**config.mk**
```make
export PLATFORM = sky130hd
export DESIGN_NAME = wwml_front
export DESIGN_NICKNAME = d
export VERILOG_FILES = /design/src/hdl/wwml_pkg.sv /design/src/hdl/wwml_front.sv
export SDC_FILE = /design/constraint.sdc
export NUM_CORES = 1
export LEC_CHECK = 0
export ABC_AREA = 1
export BUFFER_PORTS_ARGS = -buffer_cell sky130_fd_sc_hd__buf_2
export CAP_MARGIN = 15
export CORE_ASPECT_RATIO = 0.7
export CORE_UTILIZATION = 25
export DETAILED_ROUTE_END_ITERATION = 6
export GPL_TIMING_DRIVEN = 0
export PLACE_DENSITY = 0.52
export SLEW_MARGIN = 20
export SYNTH_ARGS = -nofsm -noshare
export SYNTH_HDL_FRONTEND = slang
export SYNTH_SLANG_ARGS = --single-unit
```
**constraint.sdc**
```tcl
create_clock -name i_clk -period 7 [get_ports i_clk]
set_clock_uncertainty 0.15 [all_clocks]
set_input_delay 0.35 -clock i_clk [delete_from_list [all_inputs] [get_ports i_clk]]
set_output_delay 0.35 -clock i_clk [all_outputs]
set_load 0.02 [all_outputs]
```
**src/hdl/wwml_pkg.sv**
```systemverilog
// ----------------------------------------------------------------------------
// wwml_pkg
// Shared constants and types of the weighted window majority label block.
// ----------------------------------------------------------------------------
`default_nettype none

package wwml_pkg;

    localparam int NUM_LABELS_DEF = 256;
    localparam int MAX_WIDTH_DEF  = 1024;
    localparam int MAX_WIN_DEF    = 16;

    localparam int LABEL_W  = 8;
    localparam int WEIGHT_W = 16;
    localparam int SUM_W    = 24;
    localparam int ROW_W    = 10;
    localparam int LW_REG_W = 11;
    localparam int WIN_REG_W = 5;
    localparam int PADDR_W  = 4;

    localparam logic [ROW_W-1:0] ROW_POS_MAX = 10'd1023;
    localparam logic [SUM_W-1:0] SUM_MAX     = 24'hFFFFFF;

    localparam logic [1:0] REG_LINE_WIDTH = 2'd0;
    localparam logic [1:0] REG_WIN_WIDTH  = 2'd1;
    localparam logic [1:0] REG_WIN_HEIGHT = 2'd2;

    localparam logic [LW_REG_W-1:0]  LINE_WIDTH_RST = 11'd1024;
    localparam logic [WIN_REG_W-1:0] WIN_WIDTH_RST  = 5'd3;
    localparam logic [WIN_REG_W-1:0] WIN_HEIGHT_RST = 5'd3;

    typedef enum logic [3:0] {
        B_CLEAR,
        B_IDLE,
        B_STORE,
        B_CELL_RD,
        B_HIST_RD,
        B_HIST_WR,
        B_SCAN,
        B_SCAN_LAST,
        B_OUT
    } t_back_state;

endpackage

`default_nettype wire

```
**src/hdl/wwml_front.sv**
```systemverilog
// ----------------------------------------------------------------------------
// wwml_front
// Track the raster position and turn each pixel into a window word.
// ----------------------------------------------------------------------------
`default_nettype none

module wwml_front #(
    parameter int MAX_WIDTH = wwml_pkg::MAX_WIDTH_DEF,
    parameter int MAX_WIN   = wwml_pkg::MAX_WIN_DEF,
    localparam int CW  = $clog2(MAX_WIDTH),
    localparam int SW  = $clog2(MAX_WIN),
    localparam int NW  = $clog2(MAX_WIN + 1),
    localparam int TASK_W = wwml_pkg::LABEL_W + wwml_pkg::WEIGHT_W + SW + CW + 2*NW + 1
) (
    input  wire logic                              i_clk,
    input  wire logic                              i_rst_n,
    input  wire logic                              i_accept,
    input  wire logic [wwml_pkg::LABEL_W-1:0]      i_pixel_label,
    input  wire logic [wwml_pkg::WEIGHT_W-1:0]     i_pixel_weight,
    input  wire logic                              i_frame_start,
    input  wire logic [wwml_pkg::LW_REG_W-1:0]     i_line_width,
    input  wire logic [wwml_pkg::WIN_REG_W-1:0]    i_win_width,
    input  wire logic [wwml_pkg::WIN_REG_W-1:0]    i_win_height,
    output logic [TASK_W-1:0]                      o_task
);

    localparam int CPW = (CW + 1 > NW) ? CW + 1 : NW;
    localparam int RPW = wwml_pkg::ROW_W + 1;

    logic [CW-1:0]               r_col;
    logic [wwml_pkg::ROW_W-1:0]  r_row;
    logic [SW-1:0]               r_slot;
    logic [CW-1:0]               n_col;
    logic [wwml_pkg::ROW_W-1:0]  n_row;
    logic [SW-1:0]               n_slot;

    logic [CW:0]                 lw_eff;
    logic [NW-1:0]               ww_eff;
    logic [NW-1:0]               wh_eff;
    logic [CW-1:0]               c0, c1;
    logic [wwml_pkg::ROW_W-1:0]  r0, r1;
    logic [SW-1:0]               s0, s1;
    logic                        wrap1, wrap2;
    logic [CW:0]                 c2;
    logic [CPW-1:0]              col_p1;
    logic [RPW-1:0]              row_p1;
    logic [NW-1:0]               kn, jn;
    logic                        full;

    function automatic logic [wwml_pkg::ROW_W-1:0] row_inc(
        input logic [wwml_pkg::ROW_W-1:0] r
    );
        return (r < wwml_pkg::ROW_POS_MAX) ? r + 1'b1 : r;
    endfunction

    function automatic logic [SW-1:0] slot_inc(input logic [SW-1:0] s);
        return (s == SW'(MAX_WIN - 1)) ? '0 : s + 1'b1;
    endfunction

    always_comb begin
        if (i_line_width == '0) begin
            lw_eff = (CW+1)'(1);
        end else if (i_line_width > MAX_WIDTH) begin
            lw_eff = (CW+1)'(MAX_WIDTH);
        end else begin
            lw_eff = (CW+1)'(i_line_width);
        end
        if (i_win_width == '0) begin
            ww_eff = NW'(1);
        end else if (i_win_width > MAX_WIN) begin
            ww_eff = NW'(MAX_WIN);
        end else begin
            ww_eff = NW'(i_win_width);
        end
        if (i_win_height == '0) begin
            wh_eff = NW'(1);
        end else if (i_win_height > MAX_WIN) begin
            wh_eff = NW'(MAX_WIN);
        end else begin
            wh_eff = NW'(i_win_height);
        end

        c0 = i_frame_start ? '0 : r_col;
        r0 = i_frame_start ? '0 : r_row;
        s0 = i_frame_start ? '0 : r_slot;

        wrap1 = ({1'b0, c0} >= lw_eff);
        c1 = wrap1 ? '0 : c0;
        r1 = wrap1 ? row_inc(r0) : r0;
        s1 = wrap1 ? slot_inc(s0) : s0;

        c2 = {1'b0, c1} + 1'b1;
        wrap2 = (c2 >= lw_eff);
        n_col  = wrap2 ? '0 : c2[CW-1:0];
        n_row  = wrap2 ? row_inc(r1) : r1;
        n_slot = wrap2 ? slot_inc(s1) : s1;

        col_p1 = CPW'(c2);
        row_p1 = {1'b0, r1} + 1'b1;
        kn = (row_p1 < RPW'(wh_eff)) ? NW'(row_p1) : wh_eff;
        jn = (col_p1 < CPW'(ww_eff)) ? NW'(col_p1) : ww_eff;
        full = (kn == wh_eff) && (jn == ww_eff);

        o_task = {i_pixel_label, i_pixel_weight, s1, c1, kn, jn, full};
    end

    always_ff @(posedge i_clk) begin
        if (!i_rst_n) begin
            r_col  <= '0;
            r_row  <= '0;
            r_slot <= '0;
        end else if (i_accept) begin
            r_col  <= n_col;
            r_row  <= n_row;
            r_slot <= n_slot;
        end
    end

endmodule

`default_nettype wire

```
* Word level (Yosys, flattened, before mapping)
Index checks and enable logic that the tools add are counted.
Cells by class: add/sub/neg operators 6, reductions and logical operators 4, muxes and demuxes 21, $lt $le $gt $ge 9, eq/ne operators 4
Operators by type and width (count):
- $mux 10 | 8
- $mux 5 | 6
- $add 10x1->11 const B | 2
- $lt 11x5->1 | 2
- $mux 11 | 2
- $add 10x1->10 const B | 2
- $lt 10x10->1 const B | 2
- $mux 4 | 5
- $ge 10x11->1 | 1
- $ge 11x11->1 | 1
- $gt 11x11->1 const B | 1
- $logic_not 11->1 | 1
- $eq 5x5->1 | 2
- $gt 5x5->1 const B | 2
- $logic_not 5->1 | 2
- $add 4x1->4 const B | 2
- $eq 4x4->1 const B | 2
- $logic_and 1x1->1 | 1
Word-level totals: register bits after elaboration 24, word-level logic and storage cells 47, input port bits 49

* Longest topological paths before layout
depth after elaboration 10, mapped depth 33, mapped depth without buffers 33

* Worst setup path before layout
No wires, ideal clock.
path type input-to-reg, start input port i_line_width[4] in the netlist's numbering, end register r_col[8], required time 6780 ps, arrival time 4519 ps, cell stages on the path 29, setup slack 2261 ps, path through nor4_1 > nand3_1 > nand2_1 > nand2_1 > ha_1 > nand2_1 > inv_1 > a21oi_1 > nand2_1 > nand2_2 > nand2_4 > buf_6 > nor3_2 > nand2_1 > nor2_1 > nand3_1 > nand2_1 > nand2_1 > ha_1 > nand2_1 > nor2_1 > nand3_1 > o2111ai_1 > a41oi_1 > inv_1 > clkbuf_1 > nor2_2 > nand2_1 > a21oi_1
Between the ends: word-level cells in the longest chain between the ends 8, elaborated cells on any way between the ends 9, those cells by class 1 x add/sub; 3 x order compare; 4 x mux; 1 x reduce/logical
RTL lines:
- from (decl) | RTL line wwml_front.sv:21 | input wire logic [wwml_pkg::LW_REG_W-1:0] i_line_width,
- $gt 11x11->1 | RTL line wwml_front.sv:63 | end else if (i_line_width > MAX_WIDTH) begin
- $mux 11 | RTL line wwml_front.sv:63
- $mux 11 * | RTL line wwml_front.sv:61 | if (i_line_width == '0) begin
- $ge 10x11->1 * | RTL line wwml_front.sv:87 | wrap1 = ({1'b0, c0} >= lw_eff);
- $mux 10 * | RTL line wwml_front.sv:88 | c1 = wrap1 ? '0 : c0;
- via o_task[18] | RTL line wwml_front.sv:24 | output logic [TASK_W-1:0] o_task
- $add 10x1->11 * | RTL line wwml_front.sv:92 | c2 = {1'b0, c1} + 1'b1;
- $ge 11x11->1 | RTL line wwml_front.sv:93 | wrap2 = (c2 >= lw_eff);
- $mux 10 * | RTL line wwml_front.sv:94 | n_col = wrap2 ? '0 : c2[CW-1:0];
- to (signal assigned) | RTL line wwml_front.sv:113 | r_col <= n_col;
- to (decl) | RTL line wwml_front.sv:30 | logic [CW-1:0] r_col;
Mark *: on every way through the listed nets, which the timed path passes. The rest lies on a longest branch. A chain may end at the register's enable or synchronous reset.

* Final worst setup path
start input port i_line_width[4] in the netlist's numbering, end register r_col[7]
Between the ends: word-level cells in the longest chain between the ends 8, elaborated cells on any way between the ends 9, those cells by class 1 x add/sub; 3 x order compare; 4 x mux; 1 x reduce/logical
RTL lines (RTL line):
- $gt 11x11->1 | wwml_front.sv:63
- $mux 11 | wwml_front.sv:63
- $mux 11 * | wwml_front.sv:61
- $ge 10x11->1 | wwml_front.sv:87
- $mux 10 | wwml_front.sv:88
- $add 10x1->11 | wwml_front.sv:92
- $ge 11x11->1 | wwml_front.sv:93
- $mux 10 * | wwml_front.sv:94
Every way passes the cells marked *; elsewhere a longest branch is shown, timed or not.

==> run summary <==
max-slew headroom at the worst pin - 0.4976
Slew @ Worst Pin - 0.7438 ns
delay-heaviest family, CP - simple AND/OR/NAND/NOR gates
Synth area leader - nand2_1
Max Fclk - 0.1742 GHz
H-tree lvl count - 1
post-synthesis compound-gate area fraction - 0.1155
XOR/XNOR Fraction of Synth Area - 0.03108
Critical Path Slowest Stage Cell - a41oi_1
worst hold path type - in2reg
dpl hpwl - 8.882 mm
worst path bufs/invs - 5
largest cells by area after synthesis - nand2_1, dfxtp_1, ha_1, inv_1, nand3_1
layout cells sized above 1 - 0.2102
max cap viols - 0
Sw Pwr - 165.6 µW
largest net degree at the start of global routing - 14
sw frac - 0.3644
fraction of the mapped netlist area in adder cells - 0.1095
post-CTS sizing - 0
Critical Path End - r_col[7]$_SDFFE_PN0P_
initial core utilization - 0.2626
cell count of the worst reg-to-reg path - 27
vias per cell - 4.474
Setup-failing EPs final - 0
Tmin final - 5.740 ns
Yosys warnings - 0
DRC - 0
synthesized flop and latch total - 24
CTS tree - built
startpoint types - primary input
Syn-to-layout area delta - 19.22%
sequential power share - 0.315
Clock Tree Buf Depth - 2
fin. max-slew vios - 0
Tot Pwr - 454.3 µW
Core Region - 0.01349 mm²
Num CTS Buffers - 3
Synth Area in Simple Gates - 0.4373
nets - 766
r2r setup slk - 1.52 ns
Cell Area, Synth - 0.003542 mm²
RSZ-0062 raised after global routing - false
fin util - 0.3131
number of diodes - 0
share of the yosys chip area belonging to registers - 0.1356
hold buffer count at CTS - 0
mux share of post-synthesis cell area - 0
CTS root buffer - clkbuf_16
CP max FO - 10
synthesized instance count - 609
Cell Pwr Density - 107.6 mW/mm²
Crit. path cell count - 30
Fin. Hold Viols - 0
Port Buffers - 72
row count - 35
later-pin clock latency in the skew report - 0.26 ns
WP data arrival - 5.78 ns
number of antenna-violating nets in the routed design - 0
Comb pwr share - 0.382
Detailed Route WL - 10.44 mm
CP Data Required Time - 7.04 ns
Distinct cells, synth - 40
CP Launch Point - i_line_width[4]
Worst-path clk slew - 0.06 ns
status - finished, final reports clean
Post-CTS Setup Repair Bufs - 0
Die Width - 144.3 µm
CTS sink cnt - 24
first-pass GRT wire length - 16.68 mm
Post-synth ARST share - 0
gr ovfl total - 0
CP dominant cell by count - nand2_1
Yosys top cell area share - 0.1939
1st-iter DRT viols - 255
GRT Util Overall - 0.1440
full die area - 0.01466 mm²
Top-Level Pins - 98
Synth Flop Type - dfxtp_1
largest family of logic cells by synthesized area - simple AND/OR/NAND/NOR gates
die height - 101.6 µm
Avg WL per Cell - 12.00 µm
Worst setup EP type - flop
Post-synth EDFFs - 0
Clock power frac - 0.303
DR vias - 3,892
LEAKAGE - 0.002269 µW
vias in the first global route - 3,289
syn_nets - 689
DR pass1 iterations - 4
Max IR drop VDD - 90.95 µV
worst r2r dst - r_col[7]$_SDFFE_PN0P_
Syn Area/Cell - 5.816 µm²
Internal - 288.8 µW
final cycle utilization of the critical path - 0.8200
max incr delay on CP - 0.60 ns
Crit Path Category - in2reg
setup TNS - 0 ns
Final GP Congestion - 0.8471
initial antenna violation count - 0
Reg2Reg Launch Point - r_col[4]$_SDFFE_PN0P_
synthesized netlist by cell type (2+ instances only):
library cell,count
nor3_2,2
nand2_4,5
ha_1,31
dfxtp_1,24
nand2_1,183
nor2_1,55
o21ai_0,12
nor2_4,8
nand3b_1,2
nor4_1,2
nand3_1,51
a21oi_1,41
nand2_2,10
nand3_2,2
a21boi_0,2
buf_2,2
nand4_1,12
buf_4,25
clkbuf_1,6
o21ai_1,12
nor2_2,5
buf_6,2
xnor2_1,3
inv_2,3
inv_1,87
o21bai_1,2
xor2_1,7
worst min-delay path by stage:
stage / start / end / slack (ns) / cells past startpoint
after global placement: r_col[0]$_SDFFE_PN0P_ / r_col[0]$_SDFFE_PN0P_ / 0.31 / 2
after global routing: i_rst_n / r_row[9]$_SDFFE_PN0P_ / 0.23 / 3
after detailed placement: r_col[6]$_SDFFE_PN0P_ / r_col[6]$_SDFFE_PN0P_ / 0.31 / 2
final: i_rst_n / r_row[9]$_SDFFE_PN0P_ / 0.22 / 3
after floorplan: r_col[0]$_SDFFE_PN0P_ / r_col[0]$_SDFFE_PN0P_ / 0.30 / 2
after CTS: i_rst_n / r_row[9]$_SDFFE_PN0P_ / 0.22 / 3
registers in the layout, summed over array words and instances (netlist names):
name	cells
r_slot	4
r_row	10
r_col	10
power by group through the flow:
stage / registers, µW / clock network (µW) / logic [µW]
final: 143 / 138 / 173
after CTS: 143 / 141 / 174
after floorplan: 145 / 0 / 124
after global routing: 144 / 147 / 195
after detailed placement: 146 / 0 / 173
after global placement: 146 / 0 / 174
cells by family after synthesis:
kind of cell             Yosys count
adder cells (fa/ha/maj)           31
flip-flops                        24
AND/OR/NAND/NOR                  339
XOR/XNOR                          11
buffers and inverters            128
AO/OA/AOI/OAI                     76
worst reg2reg max path, stage by stage (launching register included):
cell and delay, ns:
dfxtp_1 0.36, inv_1 0.06, nor2_1 0.31, ha_1 0.31, nand2_1 0.06, nand2_1 0.05
a21oi_1 0.12, nand2_1 0.10, nand2_2 0.19, nand2_4 0.13, buf_6 0.17, nor3_2 0.32
nand2_1 0.09, nor2_1 0.15, nand3_1 0.09, nand2_1 0.07, nand2_1 0.15, ha_1 0.32
nand2_1 0.10, nor2_1 0.06, nand3_1 0.08, o2111ai_1 0.11, a41oi_1 0.60, inv_1 0.26
clkbuf_1 0.33, nor2_2 0.44, nand2_1 0.11, a21oi_1 0.13
layout make-up:
| cell class | instances | area [µm²] |
|---|---|---|
| inverters | 92 | 347.8 |
| fillers | 1574 | 9265 |
| multi-input cells | 457 | 2456 |
| well taps | 185 | 231.5 |
| clock buffers | 4 | 88.84 |
| repair buffers | 72 | 360.3 |
| flip-flops and latches | 24 | 480.5 |
| plain buffers | 36 | 257.7 |
per-layer routing:
layer / part of all wire / vias to the layer above / track usage / routed length, µm
li1: - / 2072 / - / -
met1: 0.57 / 1721 / 0.2376 / 5967
met2: 0.38 / 97 / 0.1977 / 3946
met3: 0.050 / 2 / 0.02033 / 520
met4: 0.00057 / 0 / 0.007287 / 6
met5: 0 / - / 0 / 0
through the flow:
stage          setup slack, ns  cell area [µm²]  hold slack (ns)  cells
2_1_floorplan            2.261             3542           0.2953    609
3_3_place_gp            0.9110             4134           0.3112    866
3_5_place_dp            0.8850             4134           0.3077    866
4_1_cts                  1.154             4223           0.2198    870
5_1_grt                 0.6434             4223           0.2345    870
6_report                 1.260             4223           0.2208    870
layout by cell type (no fill, tap or decap), types with 5 or more instances in the layout:
master	count
nand4_1	12
ha_1	31
nand2_4	5
nor2_1	55
inv_1	87
dfxtp_1	24
nor2_2	5
o21ai_1	12
xor2_1	7
nand2_2	10
nand2_1	183
a21oi_1	41
clkbuf_1	6
buf_2	74
buf_4	25
nand3_1	51
nor2_4	8
o21ai_0	12
No activity file was read; power rests on OpenSTA's default activity.
