`src/hdl/wwml_queue.sv`:
```
// ----------------------------------------------------------------------------
// wwml_queue
// Two-entry word queue between the front and back parts.
// ----------------------------------------------------------------------------
`default_nettype none

module wwml_queue #(
    parameter int DATA_W = 8
) (
    input  wire logic              i_clk,
    input  wire logic              i_rst_n,
    input  wire logic              i_push,
    input  wire logic [DATA_W-1:0] i_data,
    output logic                   o_full,
    input  wire logic              i_pop,
    output logic                   o_valid,
    output logic [DATA_W-1:0]      o_data
);

    logic [DATA_W-1:0] r_mem [0:1];
    logic              r_wp;
    logic              r_rp;
    logic [1:0]        r_cnt;

    assign o_full  = (r_cnt == 2'd2);
    assign o_valid = (r_cnt != 2'd0);
    assign o_data  = r_mem[r_rp];

    always_ff @(posedge i_clk) begin
        if (!i_rst_n) begin
            r_wp  <= 1'b0;
            r_rp  <= 1'b0;
            r_cnt <= 2'd0;
        end else begin
            if (i_push) begin
                r_wp <= ~r_wp;
            end
            if (i_pop) begin
                r_rp <= ~r_rp;
            end
            if (i_push && !i_pop) begin
                r_cnt <= r_cnt + 2'd1;
            end else if (!i_push && i_pop) begin
                r_cnt <= r_cnt - 2'd1;
            end
        end
    end

    always_ff @(posedge i_clk) begin
        if (i_push) begin
            r_mem[r_wp] <= i_data;
        end
    end

endmodule

`default_nettype wire

```
`config.mk`:
```
export PLATFORM = sky130hd
export DESIGN_NAME = wwml_queue
export DESIGN_NICKNAME = d
export VERILOG_FILES = /design/src/hdl/wwml_queue.sv
export SDC_FILE = /design/constraint.sdc
export NUM_CORES = 1
export LEC_CHECK = 0
export BUFFER_PORTS_ARGS = -buffer_cell sky130_fd_sc_hd__buf_2
export CELL_PAD_IN_SITES_DETAIL_PLACEMENT = 0
export CELL_PAD_IN_SITES_GLOBAL_PLACEMENT = 2
export CORE_MARGIN = 8
export CORE_UTILIZATION = 34
export CTS_CLUSTER_DIAMETER = 100
export DETAILED_ROUTE_END_ITERATION = 6
export PLACE_DENSITY_LB_ADDON = 0.2
export SLEW_MARGIN = 20
export SYNTH_ARGS = -nofsm -noshare
export SYNTH_HDL_FRONTEND = slang
export SYNTH_SLANG_ARGS = --single-unit
export TNS_END_PERCENT = 20
```
`constraint.sdc`:
```
create_clock -name i_clk -period 1.6 [get_ports i_clk]
set_clock_uncertainty 0.1 [all_clocks]
set_input_delay 0 -clock i_clk [delete_from_list [all_inputs] [get_ports i_clk]]
set_output_delay 0 -clock i_clk [all_outputs]
set_load 0.01 [all_outputs]
```
---- Yosys cells after proc, flatten, opt, wreduce, memory -nomap -nowiden ----
Memories as Yosys holds them, arrays and structs flattened. A register that Yosys moved wholly into a read port is not among the register bits.
Cells that the tools add are included.
storage, ports and cells
  memory bits (writable) .................. 16
  input port bits ......................... 12
  flip-flop bits (word level) ............. 4
  memories kept ........................... 1
  output and inout port bits .............. 10
operators by class
  bitwise gates (word level) .............. 2
  add/sub/neg operators ................... 2
  equality and inequality tests ........... 1
  multiplexer cells ....................... 6
  reduce and logical (&&, ||, !) cells .... 6
memory list
  name   depth  bits a word  read ports  clocked after Yosys merged registers in  wr ports  RTL line  source
  r_mem  2      8            1           1                                        1         20        logic [DATA_W-1:0] r_mem [0:1];
operators with widths
  cell                 count
  $mux 1               4
  $mux 2               2
  $reduce_bool 2->1    2
  $add 2x1->2 const B  1
  $eq 2x2->1 const B   1
  $logic_and 1x1->1    2
  $logic_not 1->1      2
  $not 1->1            2
  $sub 2x1->2 const B  1

---- Logic depth before layout (Yosys ltp) ----
Gate-level depths: netlist (run 1).
  depth in word-level cells ............... 4
  gate-level depth with buffers ........... 5
  mapped depth without buffers ............ 5

---- Worst setup path before layout (run 1) ----
OpenSTA, ideal clock, no wires.
  kind .................................... reg-to-reg
  from .................................... register r_wp
  to ...................................... memory r_mem[0][0] (enable)
  setup time .............................. 0.375 ns
  period minus slack after synthesis ...... 1.204 ns
  stages on the path, launching flop included .. 2
  slack ................................... 0.396 ns
  required time ........................... 1.125 ns
  data arrival time ....................... 0.730 ns
  path buffers ............................ 0
  path through ............................ dfxtp_1 > nor2b_1
RTL lines
  what                    RTL line  source
  start, declared         21        logic r_wp;
  start signal, assigned  36        r_wp <= ~r_wp;
  end, declared           20
No word-level cell before the write port.

---- Final worst setup path (run 1) ----
  from .................................... register r_wp
  to ...................................... register r_wp
between the ends
  cells in the longest elaborated chain, start to end .. 1
RTL lines
  what       RTL line
  $not 1->1  36
Every way passes these cells.
A chain may end at the register's enable or synchronous reset.

==> impl_results.md, run 1 <==
- Status: complete, no violations
- Minimum clock period: 1.50 ns
- Synth Area in Compound Gates: 0.0251
- Most frequent cells in the layout: buf_2, edfxtp_1, dlygate4sd3_1, mux2_2, dfxtp_1
- Period Utilization, post-route: 0.935
- Reg2reg end: r_wp
- Mux contribution to synthesized area: 0.113
- R2R Path Start: r_wp
- Clock sink count: 21
- Io pins: 22
- Crit path DAT: 1.58 ns
- Die Height: 64.4 um
- CTS clk-pin slew, worst paths: 0.11 ns
- IO buf count: 21
- Worst EP required: 1.69 ns
- F_max: 669 MHz
- Hpwl dp: 949 um
- Flops & latches, synth: 21
- Core ar.: 2210 sq um
- CP max FO: 9
- Multi-input gate area: 208 sq um
- Placement Setup Slack: 0.439 ns
- Yosys cell types: 16
- Vias in the first global route: 513
- DR vias: 471
- CTS tree: done
- MaxCap Viol Count: 0
- Root Buffer: clkbuf_4
- Post-Synthesis Cells: 47
- Area growth syn-to-layout: 35.0%
- Antenna violations before repair: 0
- Global route overflow: 0
- Synth Area in Simple Gates: 0.0738
- Hold Path Class: primary input to flip-flop
- DRC: 0
- Die W: 64.4 um
- Flop-to-flop setup slack: 0.10 ns
- Worst hold stages: 4
- Max clock buf depth: 2
- Starting Density: 0.360
- Largest net degree at the start of global routing: 12
- Syn Nets: 60
- Die area: 4150 sq um
- # fillers: 221
- WL/cell: 12.1 um
- Global-route wire length before repair: 2170 um
- Setup TNS: 0 ns
- FF-to-FF path depth: 4
- Pin slew with the least headroom to its limit: 0.383 ns
- Vias/cell: 4.24
- Synthesized area per cell: 17.0 sq um
- Finished Layout Cells: 111
- Floorplan row count: 17
- Maximum vdd drop: 0.000471 V
- Cell Chain, Critical Path: nor2b_1 -> buf_4 -> o21a_1 -> dlygate4sd3_1
- CP max stage cell: dlygate4sd3_1
- Largest family of logic cells by synthesized area: multiplexers
- XOR/XNOR share of the synthesized area: 0.0330
- Core Util, Final: 0.486
- Cells after DPL: 96
- Final hold vios: 0
- Critical Path Start Type: flip-flop
- Area of the mapped netlist: 797 sq um
- Most common cell after layout, fill and taps aside: buf_2
- Crit path largest cell delay: 0.54 ns
- RSZ-0062 raised after global routing: no
- CTS H-tree lvls: 1
- Worst setup path class: flip-flop to flip-flop
- Sequential fraction of the synthesis area: 0.728
- Detail Route Antenna Nets: 0
- CTS Buf Count: 3
- Number of antenna diodes: 0
- Number of nets in the final layout: 97
- Final WS setup: 0.105 ns
- Routability Congestion: 0.692
- Layout cells sized above 1: 0.422
- CP endpoint kind: flip-flop
- Power Density: 973 nW/um^2
- Final setup fails: 0
- Rel. slew slack: 0.745
- Register area: 581 sq um
- Initial DRC Count: 7
- Leakage: 0.433 nW
- Slew Limit Fails: 0
- Ys Warns: 0
- Tot GR Track Use: 0.0667
- Critical path capture point: r_wp
- Pre-antenna DRT Iters: 2
- Synth Area in Adders: 0.0157
- CP startpoint: r_wp
- Routed wire length: 1350 um
- Clock latency on the worst-skew pair: 0.29 ns
==> worst max-delay path: cells and delay by family, from the launching register on <==
| family | cells | cell delay (ns) |
|---|---|---|
| AOI/OAI and AO/OA | 1 | 0.18 |
| buffers and inverters | 2 | 0.71 |
| DFF | 1 | 0.35 |
| and+or+nand+nor | 1 | 0.05 |
==> cells by family (layout without fill, tap and decap cells) <==
kind of cell / after synthesis / after routing
compound gates: 3 / 3
mux: 8 / 8
xor+xnor: 3 / 3
buf+inv: 2 / 38
flops: 21 / 21
simple gates: 9 / 9
fa+ha+maj: 1 / 1
==> how the worst min path moves through the flow <==
| stage | start | slack (ns) | to |
|---|---|---|---|
| 2_1_floorplan | i_data[0] | -0.001 | r_mem[0][0] |
| 3_3_place_gp | i_data[0] | 0.09 | r_mem[0][0] |
| 3_5_place_dp | i_data[2] | 0.09 | r_mem[0][2] |
| 4_1_cts | i_push | 0.09 | r_cnt[1] |
| 5_1_grt | i_push | 0.14 | r_cnt[1] |
| 6_report | i_push | 0.10 | r_cnt[1] |
==> cells in the mapped netlist, drive strengths merged <==
library cell  number  area, sq um
xor2               2         17.5
xnor2              1         8.76
a21boi             1         7.51
mux2               8         90.1
dfxtp              5          100
or3                1         6.26
or2                1         6.26
o21a               1         7.51
nor2b              2         12.5
edfxtp            16          480
and2               4         25.0
inv                1         3.75
buf                1         5.00
ha                 1         12.5
o21ai              1         5.00
and2b              1         8.76
==> routing by layer <==
metal / vias up / global-route usage / routed length, um / share of wire
li1: 242 / - / - / -
met4: 0 / 0.0327 / 0 / 0
met2: 14 / 0.119 / 724 / 0.54
met3: 0 / 0.0326 / 108 / 0.080
met1: 215 / 0.0618 / 514 / 0.38
met5: - / 0 / 0 / 0
==> area by class of cell <==
class / instances / area share
sequential: 21 / 0.540
tap: 28 / 0.0326
multi-input combinational: 24 / 0.193
clock buffer: 4 / 0.0244
timing repair buffer: 33 / 0.207
inverter: 1 / 0.00349
==> power by group <==
| part | total, mW | internal [mW] | switching [mW] | leakage (nW) |
|---|---|---|---|---|
| clock | 0.239 | 0.0968 | 0.142 | 0.0150 |
| combinational | 0.164 | 0.0978 | 0.0665 | 0.227 |
| sequential | 0.644 | 0.624 | 0.0205 | 0.192 |
| total | 1.05 | 0.818 | 0.229 | 0.433 |
==> state kept, by name (all words and copies together) (netlist names), named ones only <==
name   cells
r_mem     16
r_rp       1
r_cnt      2
r_wp       1
==> repair_timing <==
action                                 in CTS  in global routing
buffers inserted                            0                  0
gates resized for setup                     0                  0
endpoints found under the hold margin      21                  0
hold buffers                               11                  0
==> metrics by stage <==
step | area [sq um] | hold slack, ns | total power, mW
after CTS | 1080 | 0.0925 | 1.07
final | 1080 | 0.101 | 1.05
after detailed placement | 940 | 0.0914 | 0.804
after global routing | 1080 | 0.143 | 1.10
after global placement | 940 | 0.0893 | 0.801
after floorplan | 797 | -0.00113 | 0.742
No activity file was read; power rests on OpenSTA's default activity.
==> run 2, diff against run 1 <==
--- a/config.mk
+++ b/config.mk
@@ -5,11 +5,12 @@
 export SDC_FILE = /design/constraint.sdc
 export NUM_CORES = 1
 export LEC_CHECK = 0
+export ABC_AREA = 1
 export BUFFER_PORTS_ARGS = -buffer_cell sky130_fd_sc_hd__buf_2
 export CELL_PAD_IN_SITES_DETAIL_PLACEMENT = 0
 export CELL_PAD_IN_SITES_GLOBAL_PLACEMENT = 2
 export CORE_MARGIN = 8
-export CORE_UTILIZATION = 34
+export CORE_UTILIZATION = 32
 export CTS_CLUSTER_DIAMETER = 100
 export DETAILED_ROUTE_END_ITERATION = 6
 export PLACE_DENSITY_LB_ADDON = 0.2
==> impl_results.md, run 2 <==
- Status: complete, no violations
- Starting Density: 0.333
- Slew Limit Fails: 0
- IO buf count: 21
- # fillers: 238
- Pin slew with the least headroom to its limit: 0.372 ns
- Worst EP required: 1.50 ns
- Worst Hold Launch: i_data[2]
- Vias/cell: 4.17
- R2R Path Start: r_wp
- DR vias: 521
- Root Buffer: clkbuf_4
- Share of the synthesized area in the top cell type: 0.593
- Area of the mapped netlist: 811 sq um
- Global route overflow: 0
- CTS Buf Count: 3
- Switching part of the total: 0.230
- Io pins: 22
- Die W: 66.3 um
- Area growth syn-to-layout: 35.0%
- Most frequent cells in the layout: buf_2, edfxtp_1, dlygate4sd3_1, inv_1, mux2_2
- Net Switching: 0.240 mW
- Most common cell after layout, fill and taps aside: buf_2
- Clock latency on the worst-skew pair: 0.29 ns
- Power Density: 953 nW/um^2
- Routed wire length: 1430 um
- RSZ-0062 raised after global routing: no
- Crit path DAT: 1.39 ns
- Setup TNS: 0 ns
- Initial DRC Count: 4
- Number of antenna diodes: 0
- Most flops, register: r_mem
- Sequential fraction of the synthesis area: 0.716
- Most frequent cell after synthesis: edfxtp_1
- Clock power share: 0.230
- Cells after DPL: 110
- Leakage: 0.470 nW
- Buf/Inv on CP: 1
- PostCTS Resize Cnt: 0
- Flops & latches, synth: 21
- Number of nets in the final layout: 109
- CTS H-tree lvls: 1
- Routability Congestion: 0.636
- Pre-antenna DRT Iters: 2
- FF-to-FF path depth: 2
- F_max: 673 MHz
- Cell Chain, Critical Path: mux2_2 -> buf_2
- Biggest regs: r_mem (16), r_cnt (2)
- MaxCap Viol Count: 0
- CP max stage cell: dfxtp_1
- Largest register FFs: 16
- CP endpoint kind: primary output
- Core ar.: 2430 sq um
- Post-synth EDFFs: 16
- Minimum clock period: 1.49 ns
- Commonest cells in the netlist: edfxtp_1, inv_1, mux2_2
- Largest cells by area after synthesis: edfxtp_1, dfxtp_1, mux2_2
- Rel. slew slack: 0.752
- Vias in the first global route: 534
- Flop-to-flop setup slack: 0.49 ns
- Clock sink count: 21
- Hold Path Class: primary input to flip-flop
- Die area: 4400 sq um
- Placed Area: 957 sq um
- Crit path largest cell delay: 0.56 ns
- Syn Nets: 71
- Antenna violations before repair: 0
- Synthesized area per cell: 14.0 sq um
- Async SR Flop Fraction: 0
- Global-route wire length before repair: 2390 um
- Period Utilization, post-route: 0.929
- Final setup fails: 0
- CP top delay family: flip-flops
- Ys Warns: 0
- Floorplan row count: 18
- Largest net degree at the start of global routing: 13
- Fin area: 1090 sq um
- CTS clk-pin slew, worst paths: 0.11 ns
- DRC: 0
- Finished Layout Cells: 125
- Yosys cell types: 16
- Hpwl dp: 1070 um
- Worst hold stages: 2
- Synth area leader: edfxtp_1
- WL/cell: 11.4 um
- Maximum vdd drop: 0.000541 V
- Worst setup path class: flip-flop to primary output
- Final hold vios: 0
- Max clock buf depth: 2
- CTS tree: done
- Most frequently used flop master after synthesis: edfxtp_1
- Die Height: 66.3 um
- Layout cells sized above 1: 0.389
- Detail Route Antenna Nets: 0
- Int Power: 0.803 mW
- Critical Path Start Type: flip-flop
- Reg2reg end: r_mem[1][6]
- Reg power frac: 0.616
- CP max FO: 8
- Combinational cell fraction of total power: 0.155
- Post-Synthesis Cells: 58
- Worst Hold End: r_mem[1][2]
- Tot GR Track Use: 0.0714
[run 2: cell types whose count changed after synthesis, sizes merged, moves of 2 or more]
| cell | previous run | this run |
|---|---|---|
| and2 | 4 | 0 |
| nor2 | 0 | 6 |
| nor2b | 2 | 0 |
| inv | 1 | 9 |
| nand2 | 0 | 6 |
| xor2 | 2 | 0 |
[run 2: per-stage QoR]
stage / utilization / hold WS, ns / worst slack, ns / power, mW
4_1_cts: 0.450 / 0.301 / 0.0707 / 1.07
3_3_place_gp: 0.394 / 0.0894 / 0.431 / 0.799
2_1_floorplan: - / -0.00113 / 0.442 / 0.740
5_1_grt: 0.450 / 0.312 / 0.00719 / 1.11
3_5_place_dp: 0.394 / 0.0912 / 0.428 / 0.801
6_report: 0.450 / 0.317 / 0.114 / 1.04
[run 2: kinds of logic (layout without fill, tap and decap cells)]
group / count (synthesis) / after routing / synth area share
AND/OR/NAND/NOR: 15 / 15 / 0.0787
flip-flops: 21 / 21 / 0.716
AO/OA/AOI/OAI: 2 / 2 / 0.0123
multiplexers: 8 / 8 / 0.111
adder cells (fa/ha/maj): 1 / 1 / 0.0154
XOR/XNOR: 1 / 1 / 0.0108
buffers and inverters: 10 / 47 / 0.0556
[run 2: repair_timing]
action,4_1_cts,5_1_grt
hold endpoints to repair,21,0
hold buffers,11,0
buffers inserted,0,0
setup endpoints to repair,0,0
[run 2: area by class of cell]
cell class	count	area [sq um]	share of cell area
multi-input cells	27	185	0.169
well taps	30	37.5	0.0343
clock buffers	3	22.5	0.0206
inverters	9	33.8	0.0309
clock inverters	1	5.00	0.00457
repair buffers	34	230	0.210
flip-flops and latches	21	581	0.530
[run 2: worst max path at each step]
stage	to	slack (ns)	cells after the start	startpoint
after floorplan	r_mem[0][0]	0.44	1	r_wp
after global placement	o_data[5]	0.43	2	flip-flop
after detailed placement	o_data[5]	0.43	2	flip-flop
after CTS	o_data[5]	0.07	2	flip-flop
after global routing	o_data[7]	0.007	2	flip-flop
final	o_data[5]	0.11	2	flip-flop
[run 2: metal layers]
metal | up-vias | routed length, um | part of all wire | global-route usage
met5 | - | 0 | 0 | 0
met1 | 238 | 627 | 0.44 | 0.0861
met2 | 13 | 665 | 0.47 | 0.106
met3 | 2 | 124 | 0.087 | 0.0322
li1 | 268 | - | - | -
met4 | 0 | 8 | 0.0056 | 0.0320
[run 2: power by group through the flow]
stage          Sequential [mW]  Combinational (mW)  Clock, mW
2_1_floorplan            0.646              0.0944          0
3_3_place_gp             0.655               0.144          0
3_5_place_dp             0.657               0.145          0
4_1_cts                  0.644               0.166      0.256
5_1_grt                  0.648               0.183      0.282
6_report                 0.643               0.161      0.240
==> run 3, diff against run 2 <==
--- a/config.mk
+++ b/config.mk
@@ -10,7 +10,8 @@
 export CELL_PAD_IN_SITES_DETAIL_PLACEMENT = 0
 export CELL_PAD_IN_SITES_GLOBAL_PLACEMENT = 2
 export CORE_MARGIN = 8
-export CORE_UTILIZATION = 32
+export CORE_UTILIZATION = 35
+export CTS_BUF_LIST = sky130_fd_sc_hd__clkbuf_2
 export CTS_CLUSTER_DIAMETER = 100
 export DETAILED_ROUTE_END_ITERATION = 6
 export PLACE_DENSITY_LB_ADDON = 0.2
==> impl_results.md, run 3 (same netlist as run 2, synthesis figures left out) <==
- Starting Density: 0.367
- CP endpoint kind: primary output
- Clock power share: 0.208
- Number of antenna diodes: 0
- Worst hold stages: 2
- Number of nets in the final layout: 108
- Reg power frac: 0.637
- Clock latency on the worst-skew pair: 0.31 ns
- Pin slew with the least headroom to its limit: 0.353 ns
- DRC: 0
- Routability Congestion: 0.618
- Area growth syn-to-layout: 33.0%
- Flop-to-flop setup slack: 0.39 ns
- WL/cell: 11.2 um
- Root Buffer: clkbuf_2
- Max clock buf depth: 2
- CTS Buf Count: 3
- Antenna violations before repair: 0
- Minimum clock period: 1.40 ns
- Pre-antenna DRT Iters: 2
- Vias in the first global route: 506
- RSZ-0062 raised after global routing: no
- Most flops, register: r_mem
- Largest register FFs: 16
- Io pins: 22
- Rel. slew slack: 0.765
- Initial DRC Count: 3
- Worst EP required: 1.50 ns
- Worst Hold Launch: i_data[7]
- Most frequent cells in the layout: buf_2, edfxtp_1, dlygate4sd3_1, inv_1, mux2_2
- Int Power: 0.766 mW
- Worst setup path class: flip-flop to primary output
- Net Switching: 0.246 mW
- Global-route wire length before repair: 2240 um
- Global route overflow: 0
- Die Height: 64.1 um
- Core ar.: 2210 sq um
- Status: complete, no violations
- Tot GR Track Use: 0.0687
- MaxCap Viol Count: 0
- Most common cell after layout, fill and taps aside: buf_2
- Floorplan row count: 17
- Hpwl dp: 1010 um
- Final setup fails: 0
- CTS tree: done
- Layout cells sized above 1: 0.394
- Reg2reg end: r_mem[0][6]
- Die area: 4110 sq um
- Slew Limit Fails: 0
- CTS clk-pin slew, worst paths: 0.20 ns
- Combinational cell fraction of total power: 0.155
- Hold Path Class: primary input to flip-flop
- Die W: 64.1 um
- Biggest regs: r_mem (16), r_cnt (2)
- R2R Path Start: r_wp
- Multi-input gate area: 185 sq um
- CP max FO: 8
- Vias/cell: 4.17
- DR vias: 509
- Final hold vios: 0
- Worst Hold End: r_mem[1][7]
- Core Util, Final: 0.488
- FF-to-FF path depth: 2
- Power Density: 938 nW/um^2
- Detail Route Antenna Nets: 0
- Largest net degree at the start of global routing: 13
- Clock sink count: 21
- Cells after DPL: 107
- Finished Layout Cells: 122
- Routed wire length: 1370 um
- # fillers: 213
- F_max: 716 MHz
- Register area: 582 sq um
- Maximum vdd drop: 0.000549 V
- Period Utilization, post-route: 0.873
- Setup TNS: 0 ns
- Leakage: 0.464 nW
- Critical Path Start Type: flip-flop
- IO buf count: 21
- Switching part of the total: 0.243
- Crit path DAT: 1.30 ns
- CTS H-tree lvls: 1
## run 3: critical path: stages (launching register included)
cell and delay, ns:
dfxtp_2 0.49, mux2_2 0.36, buf_2 0.14
## run 3: per-stage QoR
stage / hold slack (ns) / power (mW) / cell area (sq um) / worst slack [ns]
2_1_floorplan: -0.00113 / 0.740 / 811 / 0.442
3_3_place_gp: 0.0978 / 0.796 / 947 / 0.433
3_5_place_dp: 0.0926 / 0.797 / 947 / 0.411
4_1_cts: 0.277 / 1.03 / 1080 / 0.0179
5_1_grt: 0.262 / 1.06 / 1080 / 0.106
6_report: 0.295 / 1.01 / 1080 / 0.202
## run 3: timing repair
action / in CTS / in global routing
hold buffers: 11 / 0
setup buffers: 0 / 0
endpoints found under the hold margin: 24 / 0
endpoints found under the setup margin: 0 / 8
resized for setup: 0 / 1
## run 3: metal layers
layer	up-vias	global-route usage	part of all wire
li1	270	-	-
met1	229	0.0791	0.43
met2	10	0.109	0.51
met3	0	0.0279	0.056
met4	0	0.0327	0
met5	-	0	0
## run 3: worst max-delay path by stage
| stage | from | to | slack, ns |
|---|---|---|---|
| after detailed placement | r_wp | r_mem[0][7] | 0.41 |
| after CTS | flip-flop | o_data[3] | 0.02 |
| final | flip-flop | o_data[3] | 0.20 |
| after floorplan | r_wp | r_mem[0][0] | 0.44 |
| after global placement | flip-flop | o_data[7] | 0.43 |
| after global routing | flip-flop | o_data[7] | 0.11 |
## run 3: final cells by class
| type | count | area share |
|---|---|---|
| inverter | 9 | 0.0313 |
| timing repair buffer | 33 | 0.206 |
| clock inverter | 1 | 0.00464 |
| multi-input combinational | 27 | 0.172 |
| tap | 28 | 0.0325 |
| sequential | 21 | 0.539 |
| clock buffer | 3 | 0.0139 |
## run 3: power groups by stage
stage | sequential [mW] | combinational (mW) | clock, mW
final | 0.645 | 0.157 | 0.210
after global routing | 0.649 | 0.176 | 0.236
after CTS | 0.645 | 0.161 | 0.222
after floorplan | 0.646 | 0.0944 | 0
after detailed placement | 0.657 | 0.140 | 0
after global placement | 0.656 | 0.139 | 0
